**src/hw/rtl/b64e_pkg.sv**
```systemverilog
// shared types, constants and the character table for the base64 encoder
// no dependencies
package b64e_pkg;

  localparam int unsigned JobDepth = 2;
  localparam int unsigned JobPtrW  = $clog2(JobDepth);
  localparam int unsigned JobCntW  = $clog2(JobDepth + 1);

  localparam logic [7:0] PadChar = 8'h3D;

  typedef enum logic [1:0] {
    PH_GROUP0 = 2'd0,
    PH_GROUP1 = 2'd1,
    PH_GROUP2 = 2'd2
  } phase_e;

  typedef struct packed {
    logic       pad;
    logic [5:0] val;
  } sym_t;

  typedef struct packed {
    sym_t [3:0] sym;
    logic [1:0] last_idx;
    logic       fin;
  } job_t;

  function automatic logic [7:0] to_ascii(sym_t s);
    logic [7:0] v;
    logic [7:0] r;
    v = {2'b00, s.val};
    if (s.pad) begin
      r = PadChar;
    end else if (v < 8'd26) begin
      r = 8'h41 + v;
    end else if (v < 8'd52) begin
      r = 8'h61 + (v - 8'd26);
    end else if (v < 8'd62) begin
      r = 8'h30 + (v - 8'd52);
    end else if (v == 8'd62) begin
      r = 8'h2B;
    end else begin
      r = 8'h2F;
    end
    return r;
  endfunction

endpackage

```
**src/hw/rtl/b64e_front.sv**
```systemverilog
// front end: takes message bytes, tracks group phase and leftover bits,
// builds one character job per byte; uses b64e_pkg
module b64e_front (
  input  logic              clk_i,
  input  logic              rst_ni,
  input  logic              accept_i,
  input  logic [7:0]        data_byte_i,
  input  logic              final_byte_i,
  output b64e_pkg::job_t    job_o
);

  b64e_pkg::phase_e phase_q, phase_d;
  logic [3:0]       pend_q, pend_d;

  always_ff @(posedge clk_i or negedge rst_ni) begin
    if (!rst_ni) begin
      phase_q <= b64e_pkg::PH_GROUP0;
      pend_q  <= 4'd0;
    end else begin
      phase_q <= phase_d;
      pend_q  <= pend_d;
    end
  end

  always_comb begin
    phase_d = phase_q;
    pend_d  = pend_q;
    job_o   = '0;
    job_o.fin = final_byte_i;
    unique case (phase_q)
      b64e_pkg::PH_GROUP1: begin
        job_o.sym[0].val = {pend_q[1:0], data_byte_i[7:4]};
        job_o.sym[1].val = {data_byte_i[3:0], 2'b00};
        job_o.sym[2].pad = 1'b1;
        job_o.last_idx   = final_byte_i ? 2'd2 : 2'd0;
        if (accept_i) begin
          phase_d = b64e_pkg::PH_GROUP2;
          pend_d  = data_byte_i[3:0];
        end
      end
      b64e_pkg::PH_GROUP2: begin
        job_o.sym[0].val = {pend_q, data_byte_i[7:6]};
        job_o.sym[1].val = data_byte_i[5:0];
        job_o.last_idx   = 2'd1;
        if (accept_i) begin
          phase_d = b64e_pkg::PH_GROUP0;
          pend_d  = 4'd0;
        end
      end
      default: begin
        job_o.sym[0].val = data_byte_i[7:2];
        job_o.sym[1].val = {data_byte_i[1:0], 4'b0000};
        job_o.sym[2].pad = 1'b1;
        job_o.sym[3].pad = 1'b1;
        job_o.last_idx   = final_byte_i ? 2'd3 : 2'd0;
        if (accept_i) begin
          phase_d = b64e_pkg::PH_GROUP1;
          pend_d  = {2'b00, data_byte_i[1:0]};
        end
      end
    endcase
    if (accept_i && final_byte_i) begin
      phase_d = b64e_pkg::PH_GROUP0;
      pend_d  = 4'd0;
    end
  end

endmodule

```
**src/hw/rtl/b64e_fifo.sv**
```systemverilog
// short job queue between front and back end
// uses b64e_pkg for the job type and depth
module b64e_fifo (
  input  logic           clk_i,
  input  logic           rst_ni,
  input  logic           wr_i,
  input  b64e_pkg::job_t wr_job_i,
  input  logic           rd_i,
  output b64e_pkg::job_t rd_job_o,
  output logic           full_o,
  output logic           empty_o
);

  b64e_pkg::job_t                  mem_q [b64e_pkg::JobDepth];
  logic [b64e_pkg::JobPtrW-1:0]    wp_q, rp_q;
  logic [b64e_pkg::JobCntW-1:0]    cnt_q;
  logic                            do_wr, do_rd;

  assign full_o   = (cnt_q == b64e_pkg::JobCntW'(b64e_pkg::JobDepth));
  assign empty_o  = (cnt_q == '0);
  assign do_wr    = wr_i && !full_o;
  assign do_rd    = rd_i && !empty_o;
  assign rd_job_o = mem_q[rp_q];

  always_ff @(posedge clk_i) begin
    if (do_wr) begin
      mem_q[wp_q] <= wr_job_i;
    end
  end

  always_ff @(posedge clk_i or negedge rst_ni) begin
    if (!rst_ni) begin
      wp_q  <= '0;
      rp_q  <= '0;
      cnt_q <= '0;
    end else begin
      if (do_wr) begin
        wp_q <= (wp_q == b64e_pkg::JobPtrW'(b64e_pkg::JobDepth - 1)) ? '0 : wp_q + 1'b1;
      end
      if (do_rd) begin
        rp_q <= (rp_q == b64e_pkg::JobPtrW'(b64e_pkg::JobDepth - 1)) ? '0 : rp_q + 1'b1;
      end
      if (do_wr && !do_rd) begin
        cnt_q <= cnt_q + 1'b1;
      end else if (do_rd && !do_wr) begin
        cnt_q <= cnt_q - 1'b1;
      end
    end
  end

endmodule

```
**src/hw/rtl/b64e_back.sv**
```systemverilog
// back end: walks the characters of each job and fills the output register
// uses b64e_pkg for the job type and the character table
module b64e_back (
  input  logic           clk_i,
  input  logic           rst_ni,
  input  logic           job_empty_i,
  input  b64e_pkg::job_t job_i,
  output logic           job_pop_o,
  input  logic           pop_i,
  output logic           empty_o,
  output logic [7:0]     text_char_o,
  output logic           run_end_o,
  output logic           message_end_o
);

  logic       valid_q;
  logic [1:0] idx_q, idx_d;
  logic [7:0] char_q;
  logic       run_end_q, msg_end_q;
  logic       load, last;

  assign load      = !job_empty_i && (!valid_q || pop_i);
  assign last      = (idx_q == job_i.last_idx);
  assign job_pop_o = load && last;
  assign idx_d     = last ? 2'd0 : idx_q + 2'd1;

  always_ff @(posedge clk_i or negedge rst_ni) begin
    if (!rst_ni) begin
      valid_q <= 1'b0;
      idx_q   <= 2'd0;
    end else begin
      if (load) begin
        valid_q <= 1'b1;
        idx_q   <= idx_d;
      end else if (pop_i) begin
        valid_q <= 1'b0;
      end
    end
  end

  always_ff @(posedge clk_i) begin
    if (load) begin
      char_q    <= b64e_pkg::to_ascii(job_i.sym[idx_q]);
      run_end_q <= last;
      msg_end_q <= last && job_i.fin;
    end
  end

  assign empty_o       = !valid_q;
  assign text_char_o   = char_q;
  assign run_end_o     = run_end_q;
  assign message_end_o = msg_end_q;

endmodule

```
**src/hw/rtl/base64_stream_encoder_top.sv**
```systemverilog
// top level of the streaming base64 encoder
// instantiates b64e_front, b64e_fifo and b64e_back; uses b64e_pkg
//
// Bytes go in through a queue-style port (push/full) and base64 characters
// come out through another (empty/pop), one character per cycle while pop is
// held. Each byte turns into a job of one to four characters, built
// combinationally; a two-entry job queue sits in front of the character
// serializer, so the output rate of one character per clock, when pop keeps
// up, sets throughput: a byte causes one or two characters mid-group and up
// to four on a final byte, four per three bytes over a long message. A byte's
// job is written into the queue, then loaded into the output register once free.
module base64_stream_encoder_top (
  input  logic       clk_i,
  input  logic       rst_ni,
  input  logic       push,
  output logic       full,
  input  logic [7:0] data_byte_i,
  input  logic       final_byte_i,
  output logic       empty,
  input  logic       pop,
  output logic [7:0] text_char_o,
  output logic       run_end_o,
  output logic       message_end_o
);

  b64e_pkg::job_t wr_job, rd_job;
  logic           accept, job_empty, job_pop;

  assign accept = push && !full;

  b64e_front u_front (
    .clk_i        (clk_i),
    .rst_ni       (rst_ni),
    .accept_i     (accept),
    .data_byte_i  (data_byte_i),
    .final_byte_i (final_byte_i),
    .job_o        (wr_job)
  );

  b64e_fifo u_fifo (
    .clk_i    (clk_i),
    .rst_ni   (rst_ni),
    .wr_i     (accept),
    .wr_job_i (wr_job),
    .rd_i     (job_pop),
    .rd_job_o (rd_job),
    .full_o   (full),
    .empty_o  (job_empty)
  );

  b64e_back u_back (
    .clk_i         (clk_i),
    .rst_ni        (rst_ni),
    .job_empty_i   (job_empty),
    .job_i         (rd_job),
    .job_pop_o     (job_pop),
    .pop_i         (pop),
    .empty_o       (empty),
    .text_char_o   (text_char_o),
    .run_end_o     (run_end_o),
    .message_end_o (message_end_o)
  );

endmodule
```
**config.mk**
```make
export PLATFORM = sky130hd
export DESIGN_NAME = base64_stream_encoder_top
export DESIGN_NICKNAME = d
export VERILOG_FILES = /design/src/hw/rtl/b64e_pkg.sv /design/src/hw/rtl/b64e_front.sv /design/src/hw/rtl/b64e_fifo.sv /design/src/hw/rtl/b64e_back.sv /design/src/hw/rtl/base64_stream_encoder_top.sv
export SDC_FILE = /design/constraint.sdc
export NUM_CORES = 1
export LEC_CHECK = 0
export BUFFER_PORTS_ARGS = -buffer_cell sky130_fd_sc_hd__buf_2
export CAP_MARGIN = 20
export CORE_MARGIN = 1.5
export CORE_UTILIZATION = 54
export DETAILED_ROUTE_END_ITERATION = 10
export PLACE_DENSITY = 0.76
export SLEW_MARGIN = 20
export SYNTH_ARGS = -nofsm -noshare
export SYNTH_HDL_FRONTEND = slang
export SYNTH_SLANG_ARGS = --single-unit
export TNS_END_PERCENT = 30
```
**constraint.sdc**
```tcl
create_clock -name clk_i -period 2.8 [get_ports clk_i]
set_input_delay 0.42 -clock clk_i [delete_from_list [all_inputs] [get_ports clk_i]]
set_output_delay 0.42 -clock clk_i [all_outputs]
set_load 0.05 [all_outputs]
```
* Yosys cells after proc, flatten, opt, wreduce, memory -nomap -nowiden
Memory sizes are Yosys's and may differ from the RTL's. Index checks and enable logic that the tools add are counted. Widths: inputs -> output; s select.
Word-level totals: bits in writable memories 34, memories kept 1, output and inout port bits 12, bits of input ports 13, word-level logic and storage cells 81, bits in latches 0, bits in read-only memories 0, bits in registers 23
Cells by class: reduce and logical (&&, ||, !) cells 20, shift operators 0, $mul 0, bitwise gates (word level) 0, div/mod/pow operators 0, order comparisons 4, equality and inequality tests 5, $add $sub $neg 10, multiplexer cells 31
Memories:
- u_fifo.mem_q | depth 2, width 17, rd ports 1, clocked after Yosys merged registers in 0, wr ports 1, RTL line b64e_fifo.sv:14 | b64e_pkg::job_t mem_q [b64e_pkg::JobDepth];
Operators by type and width (number):
- $mux 8 | 3
- $mux 2 | 9
- $mux 4 | 4
- $pmux 8 s2 | 1
- $bmux 7 s2 | 1
- $lt 6x6->1 const B | 2
- $pmux 6 s2 | 1
- $logic_and 1x1->1 | 9
- $add 6x8->8 const A | 1
- $add 7x6->8 const A | 1
- $add 7x8->8 const A | 1
- $mux 1 | 8
- $pmux 4 s2 | 1
- $mux 7 | 1
- $sub 6x5->7 const B | 1
- $sub 6x6->7 const B | 1
- $eq 6x6->1 const B | 1
- $lt 6x5->1 const B | 1
- $reduce_bool 2->1 | 3
- $logic_not 1->1 | 5
- $add 2x1->2 const B | 2
- $eq 2x2->1 const B | 2
- $pmux 2 s2 | 1
- $lt 2x3->1 const B | 1
- other kinds (8) | 9

* Logic depth before layout (Yosys ltp)
Gate-level depths: netlist of the first run.
word-level depth 8, gate-level depth with buffers 11, depth with buffers taken out 9

* Modules after synthesis
Synthesis of the first run repeated with hierarchy kept, for this count alone.
Second synthesis, totals: cells, all modules 315, area total of the unflattened synthesis 4409.2 um^2
Modules (own cells, without submodules):
- b64e_fifo | cells an instance 116, sequential area each 1961.9 um^2, instances 1, area each 2587.5 um^2
- b64e_back | cells an instance 114, sequential area each 375.4 um^2, instances 1, area each 1176.1 um^2
- b64e_front | cells an instance 84, sequential area each 150.1 um^2, instances 1, area each 631.9 um^2
- base64_stream_encoder_top | cells an instance 1, sequential area each 0.0 um^2, instances 1, area each 13.8 um^2

* Least setup slack after synthesis of the first run
Ideal clock, no wire load.
kind flip-flop to flip-flop, start point reg u_fifo.rp_q, end point reg u_back.char_q[7] (netlist: u_back.text_char_o[7]) (data pin), setup slack 33 ps, stages on the path, launching flop included 12, arrival 2512 ps, buffers on the path 2, path through dfrtp_1 buf_6 mux4_2 buf_6 nand2_1 inv_1 ha_1 nor3b_1 a221oi_4 nor4_1 o311a_1 and2_1
Between the ends: cells in the longest elaborated chain, start to end 8
Ends and longest elaborated chain:
- start: declaration | RTL line b64e_fifo.sv:15 | logic [b64e_pkg::JobPtrW-1:0] wp_q, rp_q;
- start signal: assignment | RTL line b64e_fifo.sv:41 | rp_q <= (rp_q == b64e_pkg::JobPtrW'(b64e_pkg::JobDepth - 1)) ? '0 : rp_q + 1'b1;
- $mem_v2 2x17 (*)
- $bmux 7 s2 (*) | RTL line b64e_back.sv:43 | char_q <= b64e_pkg::to_ascii(job_i.sym[idx_q]);
- $mux 7 (implied by the code) (*) | RTL line b64e_back.sv:43
- $sub 6x6->7 | RTL line b64e_pkg.sv:39 | r = 8'h30 + (v - 8'd52);
- $add 6x8->8 | RTL line b64e_pkg.sv:39
- $mux 8 | RTL line b64e_pkg.sv:38 | end else if (v < 8'd62) begin
- $mux 8 | RTL line b64e_pkg.sv:36 | end else if (v < 8'd52) begin
- $mux 8 | RTL line b64e_pkg.sv:34 | end else if (v < 8'd26) begin
- end signal: assignment | RTL line b64e_back.sv:43
- end: declaration | RTL line b64e_back.sv:18 | logic [7:0] char_q;
Every way passes the cells marked *; elsewhere a longest branch is shown, timed or not. The select of a mux whose other input is x is not followed. A chain may end at the register's enable or synchronous reset.

* Final worst setup path of the first run
start point reg u_fifo.rp_q, end point reg u_back.char_q[6] (netlist: u_back.text_char_o[6]) (data pin)
The elaborated chain is that of the path after synthesis.

==> results of run 1 <==
[logic make-up after synthesis]
family / count (synthesis) / share of synthesized area (%)
simple gates: 65 / 11.5
flops: 57 / 55.1
compound gates: 52 / 13.3
buf+inv: 24 / 4.14
xor+xnor: 15 / 4.39
mux: 13 / 7.03
fa+ha+maj: 11 / 4.60
[layout make-up]
cell class	instances	area, µm²	share of cell area (%)
Inverter	14	52.6	1.53
Timing Repair Buffer	37	220	6.40
Tap cell	70	87.6	2.54
Sequential cell	57	1650	47.8
Clock inverter	3	38.8	1.13
Clock buffer	13	159	4.62
Multi-Input combinational cell	156	1240	36.0
[metal layers]
layer	vias to the layer above	part of all wire [%]	track usage [%]
met1	956	44	26.2
li1	960	-	-
met5	-	0	0
met4	0	3.5	15.1
met2	59	48	33.7
met3	21	4.2	4.94
[layout by cell type, fill, tap and decap left out, types with 5 or more instances in the layout]
| cell | instances |
|---|---|
| inv_1 | 13 |
| edfxtp_1 | 44 |
| buf_4 | 12 |
| o21ai_0 | 15 |
| buf_2 | 24 |
| a21oi_1 | 5 |
| ha_1 | 11 |
| a22oi_1 | 10 |
| mux2i_1 | 6 |
| nand3_1 | 6 |
| nor2_1 | 11 |
| xnor2_1 | 11 |
| dfrtp_1 | 13 |
| clkbuf_8 | 11 |
| nand2_1 | 20 |
[flip-flops by register name, indices dropped and copies added, names as in the netlist, 2 cells and up]
register and cells:
u_fifo.cnt_q 2, u_back.text_char_o 8, u_front.phase_q 2, u_front.pend_q 4, u_fifo.mem_q 34, u_back.idx_q 2
[metrics by stage]
stage / instances / TNS, ns / instance area (µm²)
3_5_place_dp: 332 / 0 / 3210
2_1_floorplan: 237 / 0 / 2990
3_3_place_gp: 332 / 0 / 3210
5_1_grt: 350 / -0.00765 / 3440
6_report: 350 / 0 / 3440
4_1_cts: 349 / 0 / 3420
[critical path, stage by stage (launching register included)]
cell and delay [ns]:
dfrtp_1 0.41, mux4_2 0.55, nand2_2 0.09, inv_1 0.07
ha_1 0.21, nor3b_2 0.17, a221oi_4 0.32, buf_4 0.17
xnor2_1 0.15, nand3_1 0.11, and4_1 0.20
[repair_timing]
action | in CTS | in global routing
hold endpoints to repair | 13 | 0
setup buffers | 0 | 1
gates resized for setup | 0 | 4
hold buffers | 1 | 0
endpoints found under the setup margin | 0 | 2
[worst max-delay path by stage]
stage                             to
3_3_place_gp   u_back.text_char_o[7]
4_1_cts        u_back.text_char_o[7]
3_5_place_dp   u_back.text_char_o[7]
5_1_grt        u_back.text_char_o[6]
6_report       u_back.text_char_o[6]
2_1_floorplan  u_back.text_char_o[7]
==> results.rst, run 1 <==
.. list-table::
   :header-rows: 1

   * - Metric
     - Value
   * - Result of the run
     - completed
   * - Clock root buffer
     - clkbuf_8
   * - Net total in the final layout
     - 299
   * - Via density
     - 5.70
   * - Average detailed-routed wire length per instance
     - 16.4 µm
   * - Die area
     - 0.00599 mm²
   * - Setup slack of the most critical reg-to-reg path
     - 0.11 ns
   * - Cell depth of the worst min-delay path
     - 2
   * - Combined global-route utilization of all metal layers
     - 21.5%
   * - Initial core utilization
     - 57.1%
   * - CTS Sinks
     - 57
   * - Number of buffers on the longest clock path
     - 2
   * - Portion of the clock cycle consumed by the worst path in the final layout
     - 96.0%
   * - Flop and latch count out of synthesis
     - 57
   * - Worst min-delay path startpoint
     - pop
   * - Syn_nets
     - 261
   * - Half-perimeter wire length after detailed placement
     - 4130 µm
   * - Fraction of final layout cells sized beyond drive strength 1
     - 24.6%
   * - Yosys synthesis warning count
     - 0
   * - Number of port buffers
     - 24
   * - Most used flip-flop cell after synthesis
     - edfxtp_1
   * - Type of the worst setup path
     - reg -> reg
   * - Share of the core filled with cells
     - 65.7%
   * - Final critical-path required period
     - 2.69 ns
   * - Top-area cell type share of the netlist area
     - 44.2%
   * - Launching element type of the critical path
     - flop
   * - Post-route ant nets
     - 0
   * - Critical Path AT
     - 2.78 ns
   * - Number of global-route vias before repair
     - 1953
   * - DRT iter0 DRCs
     - 90
   * - Via Count
     - 1996
   * - Global-route wire length before repair
     - 9490 µm
   * - Insertion delay of the later-clocked pin in the worst-skew pair
     - 0.33 ns
   * - Clock Skews
     - 0.00533 ns
   * - First element of the critical path
     - u_fifo.rp_q
   * - Distinct cell type count of the synthesized netlist
     - 54
   * - Overflow left after global routing
     - 0
   * - Hold Fails Final Rpt
     - 0
   * - Area delta synth->final
     - 15.2%
   * - Most common cell in the synthesized netlist
     - edfxtp_1
   * - Post-Synthesis Cells
     - 237
   * - Wirelength, routed
     - 5750 µm
   * - Die height
     - 77.4 µm
   * - Fill cell instance count of the final layout
     - 390
   * - Worst-case hold path end point
     - u_back.valid_q
   * - Worst rel slew slack
     - 47.8%
   * - CTS tree
     - done
   * - Placement-stage worst setup slack
     - 0.0618 ns
   * - Final Wtd Congestion
     - 0.902
   * - Endpoint type of the worst setup path
     - flop
   * - Most common library cells after synthesis
     - 44 x edfxtp_1, 21 x nand2_1, 15 x o21ai_0
   * - Synth Area per Inst
     - 12.6 µm²
   * - Max cap viols
     - 0
   * - Clock transition at the register clock pins on the worst setup and hold paths after CTS
     - 0.06 ns
   * - Number of synthesized flops with an enable pin
     - 44
   * - Cell types with the largest area share after synthesis
     - edfxtp_1 44%, dfrtp_1 11%, ha_1 4.6%
   * - Area of the placeable core
     - 0.00524 mm²
   * - Top-level I/O count
     - 25
   * - Reg2Reg Capture Point
     - u_back.text_char_o[6]
   * - Std cell rows
     - 26
   * - Total DRC errors in the routed layout
     - 0
   * - Largest net degree at the start of global routing
     - 26
   * - Hold WC Path Type
     - in -> reg
   * - Max Freq
     - 0.372 GHz
   * - Initial antenna violation count
     - 0
   * - Worst hold slack
     - 0.286 ns
   * - Netlist area before placement
     - 0.00299 mm²
   * - Number of failing setup endpoints in the final timing report
     - 0
   * - Clock buffers created by TritonCTS
     - 9
   * - Sequential area share after synthesis
     - 55.1%
   * - Max H-tree Level
     - 3
   * - Critical R2R Launch
     - u_fifo.rp_q
   * - Worst setup slack after layout
     - 0.113 ns
   * - First-pass iteration count of the detailed router
     - 6
   * - Final slew viol count
     - 0
   * - Critical path required time
     - 2.89 ns
   * - Antenna Diode Count
     - 0
   * - Cell accounting for the most synthesized area
     - edfxtp_1
   * - Peak fanout along the critical path
     - 4
   * - Number of cells on the worst reg-to-reg path
     - 10
   * - Die width
     - 77.4 µm
   * - Share of flip-flops with an asynchronous set or reset
     - 22.8%
   * - Slew at the pin closest to its max-slew limit
     - 0.783 ns
Power of run 1 is not shown: default switching activity piles up to over one toggle a cycle in this logic, so the estimate is an artifact.
==> run 2: changes to the inputs <==
==> constraint.sdc (replaced) <==
create_clock -name clk_i -period 2.3 [get_ports clk_i]
set_input_delay 0.345 -clock clk_i [delete_from_list [all_inputs] [get_ports clk_i]]
set_output_delay 0.345 -clock clk_i [all_outputs]
set_load 0.05 [all_outputs]
==> run 2 against run 1 <==
- final cell count increased by 6.0%
- fmax increased by 5.9%
- largest cell class unchanged
- flip-flop and latch count unchanged
- critical path depth unchanged
- the run now ends with negative setup slack left
- utilization increased by 3.7 points
- wire length increased by 4.0%
- non-clock buffer count increased by 21
- clock skew increased by 0.0053 ns
- critical path type unchanged
- design area increased by 5.6%
==> results.rst, run 2 (synthesized netlist as in run 1, its figures left out) <==
.. list-table::
   :header-rows: 1

   * - Metric
     - Value
   * - First-pass iteration count of the detailed router
     - 4 (-2)
   * - Setup repair after global routing missed its margin
     - yes
   * - Clock buffers created by TritonCTS
     - 9 (unchanged)
   * - Net total in the final layout
     - 320 (+7.0%)
   * - Combined global-route utilization of all metal layers
     - 22.0% (+0.58 points)
   * - Antenna Diode Count
     - 0 (unchanged)
   * - Hold Fails Final Rpt
     - 0 (unchanged)
   * - Final Wtd Congestion
     - 0.878 (-2.7%)
   * - Standard cell with the maximum stage delay on the critical path
     - mux4_2
   * - Area of the placeable core
     - 0.00524 mm² (unchanged)
   * - Most used cells in the layout excluding fill and tap cells
     - 44 x edfxtp_1, 32 x buf_4, 24 x buf_2
   * - Worst setup slack after layout
     - -0.238 ns (-0.351 ns)
   * - Largest register FFs
     - 34 (unchanged)
   * - DRT iter0 DRCs
     - 129 (+43%)
   * - Peak fanout along the critical path
     - 4 (unchanged)
   * - Largest stage delay on the critical path
     - 0.56 ns (about the same)
   * - Final critical-path required period
     - 2.54 ns (-0.149 ns)
   * - Result of the run
     - finished with violations
   * - Slew at the pin closest to its max-slew limit
     - 0.638 ns (-0.145 ns)
   * - Initial antenna violation count
     - 0 (unchanged)
   * - Die width
     - 77.4 µm (unchanged)
   * - Critical Path AT
     - 2.61 ns (-0.17 ns)
   * - Post-route ant nets
     - 0 (unchanged)
   * - Type of the worst setup path
     - reg -> reg
   * - Setup slack of the most critical reg-to-reg path
     - -0.24 ns (-0.35 ns)
   * - Via Count
     - 2080 (+4.2%)
   * - Endpoint type of the worst setup path
     - flop
   * - Portion of the clock cycle consumed by the worst path in the final layout
     - 110% (+14 points)
   * - Area delta synth->final
     - 21.6%
   * - Violated checks
     - negative setup slack
   * - Register name with the most flops
     - u_fifo.mem_q
   * - Critical path buffer and inverter count
     - 2 (unchanged)
   * - Largest net degree at the start of global routing
     - 26 (unchanged)
   * - Via density
     - 5.61 (-1.7%)
   * - Overflow left after global routing
     - 0 (unchanged)
   * - Crit-path cells
     - mux4_2 -> nand2_4 -> inv_4 -> ha_4 -> and3b_2 -> a221oi_4 -> buf_4 -> xnor2_2 -> xnor2_1 -> o211ai_1
   * - Max H-tree Level
     - 3 (unchanged)
   * - Hold WC Path Type
     - in -> reg
   * - Max cap viols
     - 0 (unchanged)
   * - Wirelength, routed
     - 5980 µm (+4.0%)
   * - Clock transition at the register clock pins on the worst setup and hold paths after CTS
     - 0.06 ns (about the same)
   * - Worst rel slew slack
     - 57.5% (+9.7 points)
   * - Die height
     - 77.4 µm (unchanged)
   * - CTS tree
     - done
   * - Total DRC errors in the routed layout
     - 0 (unchanged)
   * - Most common cell after layout, fill and taps aside
     - edfxtp_1
   * - Worst hold slack
     - 0.230 ns (-0.0554 ns)
   * - Number of global-route vias before repair
     - 2053 (+5.1%)
   * - Average detailed-routed wire length per instance
     - 16.1 µm (-1.9%)
   * - Final slew viol count
     - 0 (unchanged)
   * - Max Freq
     - 0.394 GHz (+5.9%)
   * - Global-route wire length before repair
     - 9920 µm (+4.4%)
   * - Initial core utilization
     - 57.1% (unchanged)
   * - Number of port buffers
     - 24 (unchanged)
   * - Dominant delay contributor by cell family on the critical path
     - multiplexers
   * - Clock Skews
     - 0.0106 ns (+0.00525 ns)
   * - Clock root buffer
     - clkbuf_8
   * - Std cell rows
     - 26 (unchanged)
   * - CTS Sinks
     - 57 (unchanged)
   * - Launching element type of the critical path
     - flop
   * - Post-placement cell area
     - 0.00337 mm² (+5.1%)
   * - Top-level I/O count
     - 25 (unchanged)
   * - Insertion delay of the later-clocked pin in the worst-skew pair
     - 0.34 ns (about the same)
   * - Critical path required time
     - 2.38 ns (-0.51 ns)
   * - Non-Filler Cell Area, Final
     - 0.00363 mm² (+5.6%)
   * - Number of failing setup endpoints in the final timing report
     - 6 (+6)
   * - Fraction of final layout cells sized beyond drive strength 1
     - 33.9% (+9.2 points)
   * - Half-perimeter wire length after detailed placement
     - 4310 µm (+4.4%)
   * - Die area
     - 0.00599 mm² (unchanged)
   * - Number of buffers on the longest clock path
     - 2 (unchanged)
run 2: changes by cell type in the layout (fill, tap and decap cells not counted), moves of 2 or more:
cell     previous run  this run
buf_4              12        32
ha_1               11         8
ha_2                0         2
inv_1              13        11
nand2_1            20        18
nand2_4             0         2
run 2: final cells by class:
class / instances / area [µm²]
timing repair buffer: 58 / 382
inverter: 14 / 55.1
fill: 381 / 1600
clock inverter: 3 / 17.5
tap: 70 / 87.6
clock buffer: 13 / 159
multi-input combinational: 156 / 1290
sequential: 57 / 1650
run 2: worst paths after layout:
| check | from | to | depth (start not counted) |
|---|---|---|---|
| worst max-delay path | u_fifo.rp_q | u_back.text_char_o[4] | 10 |
| max in group asynchronous | rst_ni | u_fifo.rp_q | 2 |
| worst max register to register | u_fifo.rp_q | u_back.text_char_o[4] | 10 |
| worst min-delay path | pop | u_back.valid_q | 2 |
| worst min register to register | u_fifo.cnt_q[1] | u_fifo.cnt_q[1] | 1 |
| min in group asynchronous | rst_ni | u_front.pend_q[2] | 2 |
run 2: metal layers:
metal,GRT usage (%),wire length (µm)
met1,28.4,2670
met2,35.1,2950
met4,10.5,101
met5,0,0
met3,5.41,263
run 2: what timing repair did:
| item | 4_1_cts | 5_1_grt |
|---|---|---|
| endpoints found under the setup margin | 7 | 8 |
| endpoints found under the hold margin | 13 | 0 |
| setup buffers | 2 | 1 |
| pin swaps | 9 | 8 |
| gates resized for setup | 10 | 5 |
| hold buffers | 1 | 0 |
run 2: metrics by stage:
step | setup TNS, ns | worst slack [ns] | cells | utilization (%)
finish | -1.11 | -0.238 | 371 | 69.4
global route | -1.93 | -0.351 | 371 | 69.4
CTS | -1.24 | -0.297 | 370 | 68.9
detailed placement | -1.42 | -0.310 | 351 | 64.4
global placement | -0.893 | -0.220 | 351 | 64.4
floorplan | -1.06 | -0.308 | 237 | -
Power of run 2 is left out for the same reason.
